==> src/rtl/lbc_pkg.sv <==
// Package for the LRU block buffer cache: sizes, command and status codes,
// state machine type and the front-to-back item struct. No dependencies.
package lbc_pkg;
    localparam int SLOTS      = 32;
    localparam int COUNT_BITS = 8;
    localparam int SLOT_BITS  = $clog2(SLOTS);
    localparam int DEV_BITS   = 8;
    localparam int BLK_BITS   = 32;
    localparam logic [COUNT_BITS-1:0] COUNT_MAX = {COUNT_BITS{1'b1}};

    localparam logic [1:0] CMD_GET     = 2'd0;
    localparam logic [1:0] CMD_RELEASE = 2'd1;
    localparam logic [1:0] CMD_MARK    = 2'd2;

    localparam logic [1:0] ST_OK    = 2'd0;
    localparam logic [1:0] ST_NOBUF = 2'd1;
    localparam logic [1:0] ST_UNREF = 2'd2;
    localparam logic [1:0] ST_SAT   = 2'd3;

    typedef enum logic [2:0] {
        S_IDLE, S_HSCAN, S_FSCAN, S_AGE, S_DONE
    } t_state;

    typedef struct packed {
        logic [1:0]          cmd;
        logic [DEV_BITS-1:0] device;
        logic [BLK_BITS-1:0] block_number;
        logic [4:0]          slot;
    } t_item;
endpackage

==> src/rtl/lbc_front.sv <==
// Front part: accepts commands and queues them (two-entry queue).
// Depends on lbc_pkg.
module lbc_front (
    input  logic           i_clk,
    input  logic           i_rst_n,
    input  logic           i_push,
    output logic           o_full,
    input  lbc_pkg::t_item i_item,
    output logic           o_avail,
    output lbc_pkg::t_item o_item,
    input  logic           i_take
);
    lbc_pkg::t_item r_q [2];
    logic [1:0] r_cnt;
    logic       r_rd, r_wr;
    logic       w_push;

    assign o_full  = (r_cnt == 2'd2);
    assign o_avail = (r_cnt != 2'd0);
    assign o_item  = r_q[r_rd];
    assign w_push  = i_push && !o_full;

    // queue pointers and count
    always_ff @(posedge i_clk) begin
        if (!i_rst_n) begin
            r_cnt <= 2'd0;
            r_rd  <= 1'b0;
            r_wr  <= 1'b0;
        end else begin
            if (w_push) r_wr <= !r_wr;
            if (i_take && o_avail) r_rd <= !r_rd;
            r_cnt <= r_cnt + {1'b0, w_push} - {1'b0, i_take && o_avail};
        end
    end

    // queue storage
    always_ff @(posedge i_clk) begin
        if (w_push) r_q[r_wr] <= i_item;
    end
endmodule

==> src/rtl/lbc_back.sv <==
// Back part: slot table and sequencer that scans slots one per cycle.
// Depends on lbc_pkg.
module lbc_back (
    input  logic                           i_clk,
    input  logic                           i_rst_n,
    input  logic                           i_avail,
    input  lbc_pkg::t_item                 i_item,
    output logic                           o_take,
    output logic                           o_empty,
    input  logic                           i_pop,
    output logic [4:0]                     o_slot_index,
    output logic                           o_hit,
    output logic                           o_data_valid,
    output logic [1:0]                     o_status
);
    localparam int SB = lbc_pkg::SLOT_BITS;

    logic [lbc_pkg::DEV_BITS-1:0]   r_tdev [lbc_pkg::SLOTS];
    logic [lbc_pkg::BLK_BITS-1:0]   r_tblk [lbc_pkg::SLOTS];
    logic [lbc_pkg::SLOTS-1:0]      r_vld;
    logic [lbc_pkg::COUNT_BITS-1:0] r_cnt  [lbc_pkg::SLOTS];
    logic [SB-1:0]                  r_rank [lbc_pkg::SLOTS];

    lbc_pkg::t_state r_state, n_state;
    lbc_pkg::t_item  r_it;
    logic [SB-1:0]   r_i;
    logic            r_found;
    logic [SB-1:0]   r_best, r_brank;
    logic [4:0]      r_oidx;
    logic            r_ohit, r_odv, r_full;
    logic [1:0]      r_ost;
    logic [4:0]      r_res_idx;
    logic            r_res_hit, r_res_dv;
    logic [1:0]      r_res_st;

    logic          w_last, w_match, w_free, w_srange, w_age, w_load;
    logic [SB-1:0] w_s;

    assign w_last   = (r_i == SB'(lbc_pkg::SLOTS - 1));
    assign w_match  = (r_tdev[r_i] == r_it.device) && (r_tblk[r_i] == r_it.block_number);
    assign w_free   = (r_cnt[r_i] == '0);
    assign w_srange = ({3'b0, r_it.slot} < 8'(lbc_pkg::SLOTS));
    assign w_s      = SB'(r_it.slot);
    // release that drops the count to zero needs the aging sweep
    assign w_age    = (r_it.cmd == lbc_pkg::CMD_RELEASE) && w_srange
                      && (r_cnt[w_s] == lbc_pkg::COUNT_BITS'(1));
    // finished result moves to the output register once it is free
    assign w_load   = (r_state == lbc_pkg::S_DONE) && (!r_full || i_pop);
    assign o_take   = (r_state == lbc_pkg::S_IDLE) && i_avail;
    assign o_empty      = !r_full;
    assign o_slot_index = r_res_idx;
    assign o_hit        = r_res_hit;
    assign o_data_valid = r_res_dv;
    assign o_status     = r_res_st;

    // next state
    always_comb begin
        n_state = r_state;
        case (r_state)
            lbc_pkg::S_IDLE:  if (i_avail) n_state = lbc_pkg::S_HSCAN;
            lbc_pkg::S_HSCAN: n_state = lbc_pkg::S_HSCAN;
            lbc_pkg::S_FSCAN: n_state = lbc_pkg::S_FSCAN;
            lbc_pkg::S_AGE:   n_state = lbc_pkg::S_AGE;
            lbc_pkg::S_DONE:  if (w_load) n_state = lbc_pkg::S_IDLE;
            default:          n_state = lbc_pkg::S_IDLE;
        endcase
        if (r_state == lbc_pkg::S_HSCAN) begin
            if (r_it.cmd != lbc_pkg::CMD_GET) begin
                n_state = w_age ? lbc_pkg::S_AGE : lbc_pkg::S_DONE;
            end else if (w_last) begin
                n_state = (r_found || w_match) ? lbc_pkg::S_DONE : lbc_pkg::S_FSCAN;
            end
        end
        if (r_state == lbc_pkg::S_FSCAN && w_last) n_state = lbc_pkg::S_DONE;
        if (r_state == lbc_pkg::S_AGE && w_last) n_state = lbc_pkg::S_DONE;
    end

    always_ff @(posedge i_clk) begin
        if (!i_rst_n) r_state <= lbc_pkg::S_IDLE;
        else          r_state <= n_state;
    end

    // result register
    always_ff @(posedge i_clk) begin
        if (!i_rst_n) r_full <= 1'b0;
        else if (w_load) r_full <= 1'b1;
        else if (i_pop && r_full) r_full <= 1'b0;
    end

    always_ff @(posedge i_clk) begin
        if (w_load) begin
            r_res_idx <= r_oidx;
            r_res_hit <= r_ohit;
            r_res_dv  <= r_odv;
            r_res_st  <= r_ost;
        end
    end

    // sequencer datapath and slot table
    always_ff @(posedge i_clk) begin
        if (!i_rst_n) begin
            r_vld <= '0;
            for (int k = 0; k < lbc_pkg::SLOTS; k++) begin
                r_tdev[k] <= '0;
                r_tblk[k] <= '0;
                r_cnt[k]  <= '0;
                r_rank[k] <= SB'(k);
            end
        end else begin
            case (r_state)
                lbc_pkg::S_IDLE: begin
                    if (i_avail) begin
                        r_it    <= i_item;
                        r_i     <= '0;
                        r_found <= 1'b0;
                    end
                end
                lbc_pkg::S_HSCAN: begin
                    if (r_it.cmd == lbc_pkg::CMD_GET) begin
                        logic bf;
                        logic [SB-1:0] bb;
                        bf = r_found;
                        bb = r_best;
                        if (w_match && (!r_found || r_rank[r_i] > r_brank)) begin
                            bf = 1'b1;
                            bb = r_i;
                            r_brank <= r_rank[r_i];
                        end
                        r_found <= bf;
                        r_best  <= bb;
                        r_i     <= r_i + 1'b1;
                        if (w_last) begin
                            r_found <= 1'b0;
                            r_i     <= '0;
                            if (bf) begin
                                r_oidx <= 5'(bb);
                                r_ohit <= 1'b1;
                                r_odv  <= r_vld[bb];
                                if (r_cnt[bb] == lbc_pkg::COUNT_MAX) r_ost <= lbc_pkg::ST_SAT;
                                else begin
                                    r_ost <= lbc_pkg::ST_OK;
                                    r_cnt[bb] <= r_cnt[bb] + 1'b1;
                                end
                            end
                        end
                    end else if (r_it.cmd == lbc_pkg::CMD_RELEASE) begin
                        r_oidx <= r_it.slot;
                        r_ohit <= 1'b0;
                        if (!w_srange) begin
                            r_odv <= 1'b0;
                            r_ost <= lbc_pkg::ST_UNREF;
                        end else if (r_cnt[w_s] == '0) begin
                            r_odv <= r_vld[w_s];
                            r_ost <= lbc_pkg::ST_UNREF;
                        end else begin
                            r_odv <= r_vld[w_s];
                            r_ost <= lbc_pkg::ST_OK;
                            r_cnt[w_s] <= r_cnt[w_s] - 1'b1;
                            // remember the old rank for the aging sweep
                            if (w_age) begin
                                r_i     <= '0;
                                r_brank <= r_rank[w_s];
                            end
                        end
                    end else if (r_it.cmd == lbc_pkg::CMD_MARK) begin
                        r_oidx <= r_it.slot;
                        r_ohit <= 1'b0;
                        r_ost  <= lbc_pkg::ST_OK;
                        r_odv  <= w_srange;
                        if (w_srange) r_vld[w_s] <= 1'b1;
                    end else begin
                        r_oidx <= '0;
                        r_ohit <= 1'b0;
                        r_odv  <= 1'b0;
                        r_ost  <= lbc_pkg::ST_OK;
                    end
                end
                lbc_pkg::S_FSCAN: begin
                    logic bf;
                    logic [SB-1:0] bb;
                    bf = r_found;
                    bb = r_best;
                    if (w_free && (!r_found || r_rank[r_i] < r_brank)) begin
                        bf = 1'b1;
                        bb = r_i;
                        r_brank <= r_rank[r_i];
                    end
                    r_found <= bf;
                    r_best  <= bb;
                    r_i     <= r_i + 1'b1;
                    if (w_last) begin
                        r_ohit <= 1'b0;
                        r_odv  <= 1'b0;
                        if (bf) begin
                            r_oidx <= 5'(bb);
                            r_ost  <= lbc_pkg::ST_OK;
                            r_tdev[bb] <= r_it.device;
                            r_tblk[bb] <= r_it.block_number;
                            r_vld[bb]  <= 1'b0;
                            r_cnt[bb]  <= lbc_pkg::COUNT_BITS'(1);
                        end else begin
                            r_oidx <= '0;
                            r_ost  <= lbc_pkg::ST_NOBUF;
                        end
                    end
                end
                lbc_pkg::S_AGE: begin
                    // move released slot to most recent, one slot a cycle
                    if (r_i == w_s) r_rank[r_i] <= SB'(lbc_pkg::SLOTS - 1);
                    else if (r_rank[r_i] > r_brank) r_rank[r_i] <= r_rank[r_i] - 1'b1;
                    r_i <= r_i + 1'b1;
                end
                default: ;
            endcase
        end
    end

`ifndef ASSERT_OFF
    // a waiting beat holds still until popped
    a_hold_beat: assert property (@(posedge i_clk) disable iff (!i_rst_n)
        (r_full && !i_pop) |=>
        (r_full && $stable({r_res_idx, r_res_hit, r_res_dv, r_res_st})));
    // new work is taken only from idle
    a_take_idle: assert property (@(posedge i_clk) disable iff (!i_rst_n)
        (r_state != lbc_pkg::S_IDLE) |-> !o_take);
    // no free buffer reports all other fields as zero
    a_nobuf_zero: assert property (@(posedge i_clk) disable iff (!i_rst_n)
        (r_full && r_res_st == lbc_pkg::ST_NOBUF) |->
        (r_res_idx == '0 && !r_res_hit && !r_res_dv));
    // a hit is either ok or saturated
    a_hit_status: assert property (@(posedge i_clk) disable iff (!i_rst_n)
        (r_full && r_res_hit) |->
        (r_res_st != lbc_pkg::ST_NOBUF && r_res_st != lbc_pkg::ST_UNREF));
`endif
endmodule

==> src/rtl/lru_block_buffer_cache.sv <==
// LRU block buffer cache top level: front queue plus back sequencer.
// Get: tag scan, then free-slot scan on a miss; release to zero adds aging sweep.
// One item at a time in the back; the front queues two more items.
// Throughput is set by the slot scan, one slot compared per cycle, and by result pops.
// Synchronous active-low reset clears tags, counts, marks; ranks to slot index.
// Depends on lbc_pkg, lbc_front, lbc_back.
module lru_block_buffer_cache (
    input  logic        i_clk,
    input  logic        i_rst_n,
    input  logic        push,
    output logic        full,
    input  logic [1:0]  i_cmd,
    input  logic [7:0]  i_device,
    input  logic [31:0] i_block_number,
    input  logic [4:0]  i_slot,
    output logic        empty,
    input  logic        pop,
    output logic [4:0]  o_slot_index,
    output logic        o_hit,
    output logic        o_data_valid,
    output logic [1:0]  o_status
);
    lbc_pkg::t_item w_in, w_q;
    logic w_avail, w_take;

    assign w_in = '{cmd: i_cmd, device: i_device, block_number: i_block_number,
                    slot: i_slot};

    lbc_front u_front (
        .i_clk(i_clk), .i_rst_n(i_rst_n), .i_push(push), .o_full(full),
        .i_item(w_in), .o_avail(w_avail), .o_item(w_q), .i_take(w_take)
    );

    lbc_back u_back (
        .i_clk(i_clk), .i_rst_n(i_rst_n), .i_avail(w_avail), .i_item(w_q),
        .o_take(w_take), .o_empty(empty), .i_pop(pop),
        .o_slot_index(o_slot_index), .o_hit(o_hit),
        .o_data_valid(o_data_valid), .o_status(o_status)
    );
endmodule

==> config.mk <==
export PLATFORM = sky130hd
export DESIGN_NAME = lru_block_buffer_cache
export DESIGN_NICKNAME = d
export VERILOG_FILES = /design/src/rtl/lbc_pkg.sv /design/src/rtl/lbc_front.sv /design/src/rtl/lbc_back.sv /design/src/rtl/lru_block_buffer_cache.sv
export SDC_FILE = /design/constraint.sdc
export NUM_CORES = 2
export LEC_CHECK = 0
export BUFFER_PORTS_ARGS = -buffer_cell sky130_fd_sc_hd__buf_2
export CORE_UTILIZATION = 58
export DETAILED_ROUTE_END_ITERATION = 8
export PLACE_DENSITY = 0.79
export REMOVE_ABC_BUFFERS = 1
export SETUP_SLACK_MARGIN = 0.3
export SYNTH_ARGS = -nofsm -noshare
export SYNTH_HDL_FRONTEND = slang
export SYNTH_HIERARCHICAL = 1
export SYNTH_SLANG_ARGS = --single-unit
==> constraint.sdc <==
create_clock -name i_clk -period 10.3 [get_ports i_clk]
set_input_delay 0.515 -clock i_clk [delete_from_list [all_inputs] [get_ports i_clk]]
set_output_delay 0.515 -clock i_clk [all_outputs]
set_load 0.005 [all_outputs]
== Word-level counts from Yosys, hierarchy flattened ==
Memories as Yosys holds them, arrays and structs flattened. A register that Yosys moved wholly into a read port is not among the register bits.
Cells that the tools add are included.

* Output and inout bits: 11
* Word-level logic and storage cells: 257
* Register bits: 74
* Input bits: 51
* Memories kept: 5
* Bits in writable memories: 1790

* $lt $le $gt $ge: 7
* Bitwise logic cells: 5
* Add/sub/neg operators: 6
* Equal/unequal tests: 27
* Reduce and logical (&&, ||, !) cells: 47
* Muxes and demuxes: 141

{| class="wikitable"
|+ Memory list
! memory !! depth !! bits a word !! rd ports !! clocked after memory_dff !! wr ports !! RTL line !! RTL
|-
| u_back.r_tblk || 32 || 32 || 1 || 1 || 32 || lbc_back.sv:19 || <nowiki>logic [lbc_pkg::BLK_BITS-1:0] r_tblk [lbc_pkg::SLOTS];</nowiki>
|-
| u_back.r_cnt || 32 || 8 || 3 || 1 || 32 || lbc_back.sv:21 || <nowiki>logic [lbc_pkg::COUNT_BITS-1:0] r_cnt [lbc_pkg::SLOTS];</nowiki>
|-
| u_back.r_tdev || 32 || 8 || 1 || 1 || 32 || lbc_back.sv:18 || <nowiki>logic [lbc_pkg::DEV_BITS-1:0] r_tdev [lbc_pkg::SLOTS];</nowiki>
|-
| u_back.r_rank || 32 || 5 || 2 || 1 || 32 || lbc_back.sv:22 || <nowiki>logic [SB-1:0] r_rank [lbc_pkg::SLOTS];</nowiki>
|-
| u_front.r_q || 2 || 47 || 1 || 1 || 1 || lbc_front.sv:13 || <nowiki>lbc_pkg::t_item r_q [2];</nowiki>
|}

{| class="wikitable"
|+ Operators by type and width
! kind !! number
|-
| 5-bit 2-to-1 mux || 39
|-
| 32-bit 2-to-1 mux || 6
|-
| 32-bit one-hot mux with 2 select lines || 1
|-
| 1-bit 2-to-1 mux || 62
|-
| 32-bit bitwise AND || 1
|-
| 32-bit equality test || 1
|-
| 8-bit 2-to-1 mux || 4
|-
| 32-bit inverter || 1
|-
| 32-bit OR || 1
|-
| 32-bit OR reduction || 1
|-
| 8-bit OR reduction || 4
|-
| 5-bit one-hot mux with 2 select lines || 3
|-
| 3-bit 2-to-1 mux || 9
|-
| 5-bit by 6-bit less-than comparator with 1-bit output, second input constant || 3
|-
| 8-bit logical NOT || 2
|-
| 3-bit one-hot mux with 5 select lines || 1
|-
| 5-bit one-hot mux with 3 select lines || 1
|-
| 2-bit 2-to-1 mux || 7
|-
| 1-bit logical AND || 13
|-
| 2-bit != test, second input constant || 6
|-
| 6-bit AND reduction || 2
|-
| 1-bit binary-select mux with 5-bit select || 2
|-
| 1-bit demux with 5-bit select || 2
|-
| 5-bit by 1-bit >= comparator with 1-bit output, second input constant || 2
|-
| other kinds (39) || 59
|}

== Logic depth before layout (Yosys ltp) ==
An unclocked memory read counts as a cell.

* Depth in word-level cells: 20
* Depth in mapped cells: 40
* Mapped depth without buffers: 26

== Modules after synthesis ==
The synthesis kept the hierarchy.

{| class="wikitable"
|+ By module, submodules not included
! module !! cells each !! seq. area each (um2) !! area an instance (um2) !! times used
|-
| lbc_back || 6740 || 54282.1 || 89758.6 || 1
|-
| lbc_front || 171 || 2922.8 || 3752.3 || 1
|}

== Worst setup path after synthesis ==
OpenSTA, ideal clock, no wires.

* Path type: register to register
* Start: reg with a tool-made name
* End: mem u_back/r_tblk[10][0] in the netlist's numbering (enable)
* Buffers on the path: 11
* Data required time: 9807 ps
* Clock period less this slack: 10007 ps
* Setup slack: 293 ps
* Arrival: 9514 ps
* Setup time: 493 ps
* Stages on the path, launching flop included: 25
* Path through: dfxtp_1 > buf_6 > buf_6 > buf_4 > buf_4 > buf_2 > clkbuf_1 > buf_1 > buf_1 > buf_1 > mux4_2 > mux4_2 > nand2_1 > nand2_1 > ha_1 > a21o_1 > a21oi_1 > nand2_1 > a21oi_1 > mux2i_1 > clkbuf_1 > clkinv_1 > or2_2 > clkbuf_1 > o21ai_0

{| class="wikitable"
|+ RTL lines
! what !! RTL line
|-
| to (decl) || lbc_back.sv:19
|}

==> qor.txt <==
Status = finished, final reports clean
Number of synthesized flops with an enable pin = 1,871
Largest net degree at the start of global routing = 237
Crit Path Class = reg -> reg
# clock sinks = 1,922
Cells after Synth = 6,911
Sw power = 8.51 mW
Critical Path, Cell by Cell = buf_12 -> and2_1 -> a22oi_1 -> nand3_1 -> o311ai_1 -> a2111o_1 -> a2111oi_2 -> and4_1 -> nand4_4 -> mux2_2 -> buf_4 -> mux2_2 -> a22o_1 -> a2111oi_0 -> or4b_1 -> or4_4 -> nor4_4 -> buf_12 -> or4_1 -> nand2_1
Gr usage total = 0.394
Full die area = 163,000 um2
H-tree Lvls = 4
Global route overflow = 0
Via count = 66,337
Layout cells sized above 1 = 0.174
Initial antenna violation count = 20
Sequential area share after synthesis = 0.612
Yosys top cell area share = 0.601
Die H = 404 um
Syn Area/Cell = 13.5 um2
DRC viols = 0
Met1 Wirelength = 106,000 um
Pins over their slew limit = 0
Post-Place Cells = 8,706
First-pass GRT wire length = 455,000 um
Power Dens Cells = 233 nW/um2
Flop pwr share = 0.395
R2R cell count = 20
Final setup fails = 0
Worst hold endpoint = u_front/r_wr
Core Area = 159,000 um2
Met3 routed WL = 48,700 um
CP top delay family = simple AND/OR/NAND/NOR gates
Actual slew at the worst max-slew pin = 1.36 ns
Combinational power share = 0.317
Vias in the first global route = 64,353
Crit path largest cell delay = 1.02 ns
Netlist cell types = 93
Vias per std cell = 7.27
Final clock skew = 0.0723 ns
Minimum setup slack among reg-to-reg paths = 0.76 ns
# Max-Cap Violations = 0
CTS clk-pin slew, worst paths = 0.06 ns
TritonCTS clock tree = done
Met2 wire length = 143,000 um
Worst hold start = push
Post-synth ARST share = 0
P_leak = 37.1 nW
Detailed Route Iter0 Violations = 11,570
Routability cong. = 1.04
CP Launch Type = flop
Syn-to-layout area delta = 10.3%
Worst-Skew Late Latency = 0.87 ns
Crit-path max FO = 77
TritonCTS Buffers = 192
Top cell type by total area after synthesis = edfxtp_1
Highest routed layer = met5
Hold Path Cell Cnt = 3
Num ports = 62
Setup total negative slack = 0 ns
HP Class = in -> reg
Fin util = 0.648
DR WL/cell = 35.5 um
# port buffers = 61
Final period utilization = 0.927
Hold Vio Cnt, Final = 0
Slew headroom = 0.0678
Endpoint class of the critical path = flop
Fmax achieved = 105 MHz
Power, Total = 24.0 mW
Net Sw Frac = 0.355
CP Buf/Inv Count = 3
CP max stage cell = dfxtp_4
Synth Register Bits = 1,922
CTS max path bufs = 3
Synth Cell Area = 93,500 um2
Chip Width = 404 um
Max VDD drop = 0.193 mV
RSZ-0062 raised after global routing = no
WP data required = 10.81 ns
Pre-Repair DR Iteration Count = 9
Arr. time, crit path = 10.05 ns
Final nets = 6,868
Fin cells = 9,127
Initial core utilization = 0.587
Clock power share = 0.288
Synth area leaders = edfxtp_1 60%, mux4_2 8.9%, and2_1 5.8%, mux2i_1 4.4%, and3_1 2.3%
RR Endpoint = u_back/r_cnt[9][1]
Clk Tree Root Cell = clkbuf_16
HPWL after DPL = 199,000 um
Ys flop type = edfxtp_1
Tmin final = 9.54 ns
Int Power = 15.5 mW
Final wirelength = 324,000 um
Detail Route Antenna Nets = 0
Synth warnings = 6
Cell Rows = 146
-- cells in the final DEF, fill, tap and decap left out, types with 196 or more instances in the layout --
cell	synthesis	layout
nor2_1	295	254
buf_4	44	248
nand2_1	451	448
mux4_2	370	370
nor3_1	322	319
and2_1	860	858
mux2i_1	409	408
edfxtp_1	1871	1871
clkbuf_16	0	196
and3_1	337	336
-- through the flow --
stage	area [um2]	hold slack (ns)	worst slack, ns
after CTS	103000	0.0404	0.992
final	103000	0.0748	0.757
after detailed placement	96500	0.405	1.06
after floorplan	90400	0.400	-21.77
after global routing	103000	0.0760	0.513
after global placement	96500	0.405	1.23
-- cell usage after synthesis (16+ instances only) --
| cell type | number |
|---|---|
| a211oi_1 | 17 |
| a21oi_1 | 116 |
| a221oi_1 | 21 |
| a22oi_1 | 139 |
| a31oi_1 | 23 |
| a32oi_1 | 16 |
| and2_1 | 860 |
| and3_1 | 337 |
| buf_1 | 42 |
| buf_2 | 80 |
| buf_4 | 44 |
| buf_6 | 37 |
| clkbuf_1 | 479 |
| dfxtp_1 | 51 |
| edfxtp_1 | 1871 |
| ha_1 | 16 |
| inv_1 | 31 |
| mux2_2 | 63 |
| mux2_4 | 31 |
| mux2i_1 | 409 |
| mux4_2 | 370 |
| nand2_1 | 451 |
| nand2b_1 | 24 |
| nand3_1 | 117 |
| nand4_1 | 24 |
| nor2_1 | 295 |
| nor2b_1 | 27 |
| nor3_1 | 322 |
| nor4_1 | 138 |
| o211ai_1 | 18 |
| o21ai_0 | 149 |
| o22ai_1 | 45 |
| or3_1 | 28 |
| or4_1 | 16 |
| xnor2_1 | 33 |
| xor2_1 | 19 |
-- registers in the layout, indices dropped and copies added, names as in the netlist, 32 cells and up, named ones only --
register,flops
u_back/r_rank,160
u_back/r_tdev,256
u_front/r_q,94
u_back/r_tblk,1024
u_back/r_cnt,256
u_back/r_vld,32
u_back/r_it,42
-- worst min-delay path, cell delays in order --
cell,delay (ns)
buf_2,0.08
nand2_1,0.12
mux2i_1,0.15
-- how the worst max path moves through the flow --
stage               slack [ns]  from                   to  depth (start not counted)
global placement          1.23  flop  u_back/r_cnt[30][4]                         23
global route              0.51  flop  u_back/r_cnt[30][4]                         24
detailed placement        1.06  flop  u_back/r_cnt[28][4]                         22
finish                    0.76  flop   u_back/r_cnt[9][1]                         20
CTS                       0.99  flop  u_back/r_cnt[30][7]                         23
floorplan               -21.77  flop   u_back/r_cnt[0][0]                         15
-- metal layers --
layer | GRT usage | vias to the layer above
li1 | - | 25992
met1 | 0.498 | 32506
met2 | 0.588 | 6385
met3 | 0.122 | 1436
met4 | 0.259 | 18
met5 | 0 | -
-- logic make-up (layout without fill, tap and decap cells) --
group / count (synthesis) / count (layout) / synth area share
AO/OA/AOI/OAI: 628 / 628 / 0.0444
XOR/XNOR: 52 / 52 / 0.00487
adder cells (fa/ha/maj): 16 / 16 / 0.00214
buffers and inverters: 722 / 771 / 0.0349
flip-flops: 1922 / 1922 / 0.612
multiplexers: 876 / 876 / 0.146
other: 0 / 21 / 0
AND/OR/NAND/NOR: 2695 / 2695 / 0.156
-- timing repair --
action / 4_1_cts / 5_1_grt
buffers inserted: 0 / 0
hold endpoints to repair: 94 / 0
gates resized for setup: 0 / 0
hold buffers: 47 / 0
endpoints found under the setup margin: 0 / 0
-- power groups by stage --
| stage | Combinational, mW | Sequential [mW] | Clock [mW] |
|---|---|---|---|
| after global placement | 7.12 | 9.60 | 0 |
| after CTS | 7.26 | 9.46 | 6.91 |
| final | 7.61 | 9.49 | 6.91 |
| after global routing | 7.70 | 9.50 | 7.21 |
| after detailed placement | 7.19 | 9.62 | 0 |
| after floorplan | 4.62 | 10.1 | 0 |
-- layout make-up --
cell class              instances  area (um2)
clock inverters               112        1050
flip-flops and latches       1922       57200
well taps                    2146        2690
inverters                      39         146
fillers                     11248       56100
diodes                         21        52.6
clock buffers                 241        5080
repair buffers                379        3100
multi-input cells            4267       33800
Power figures use the tool's default switching activity.
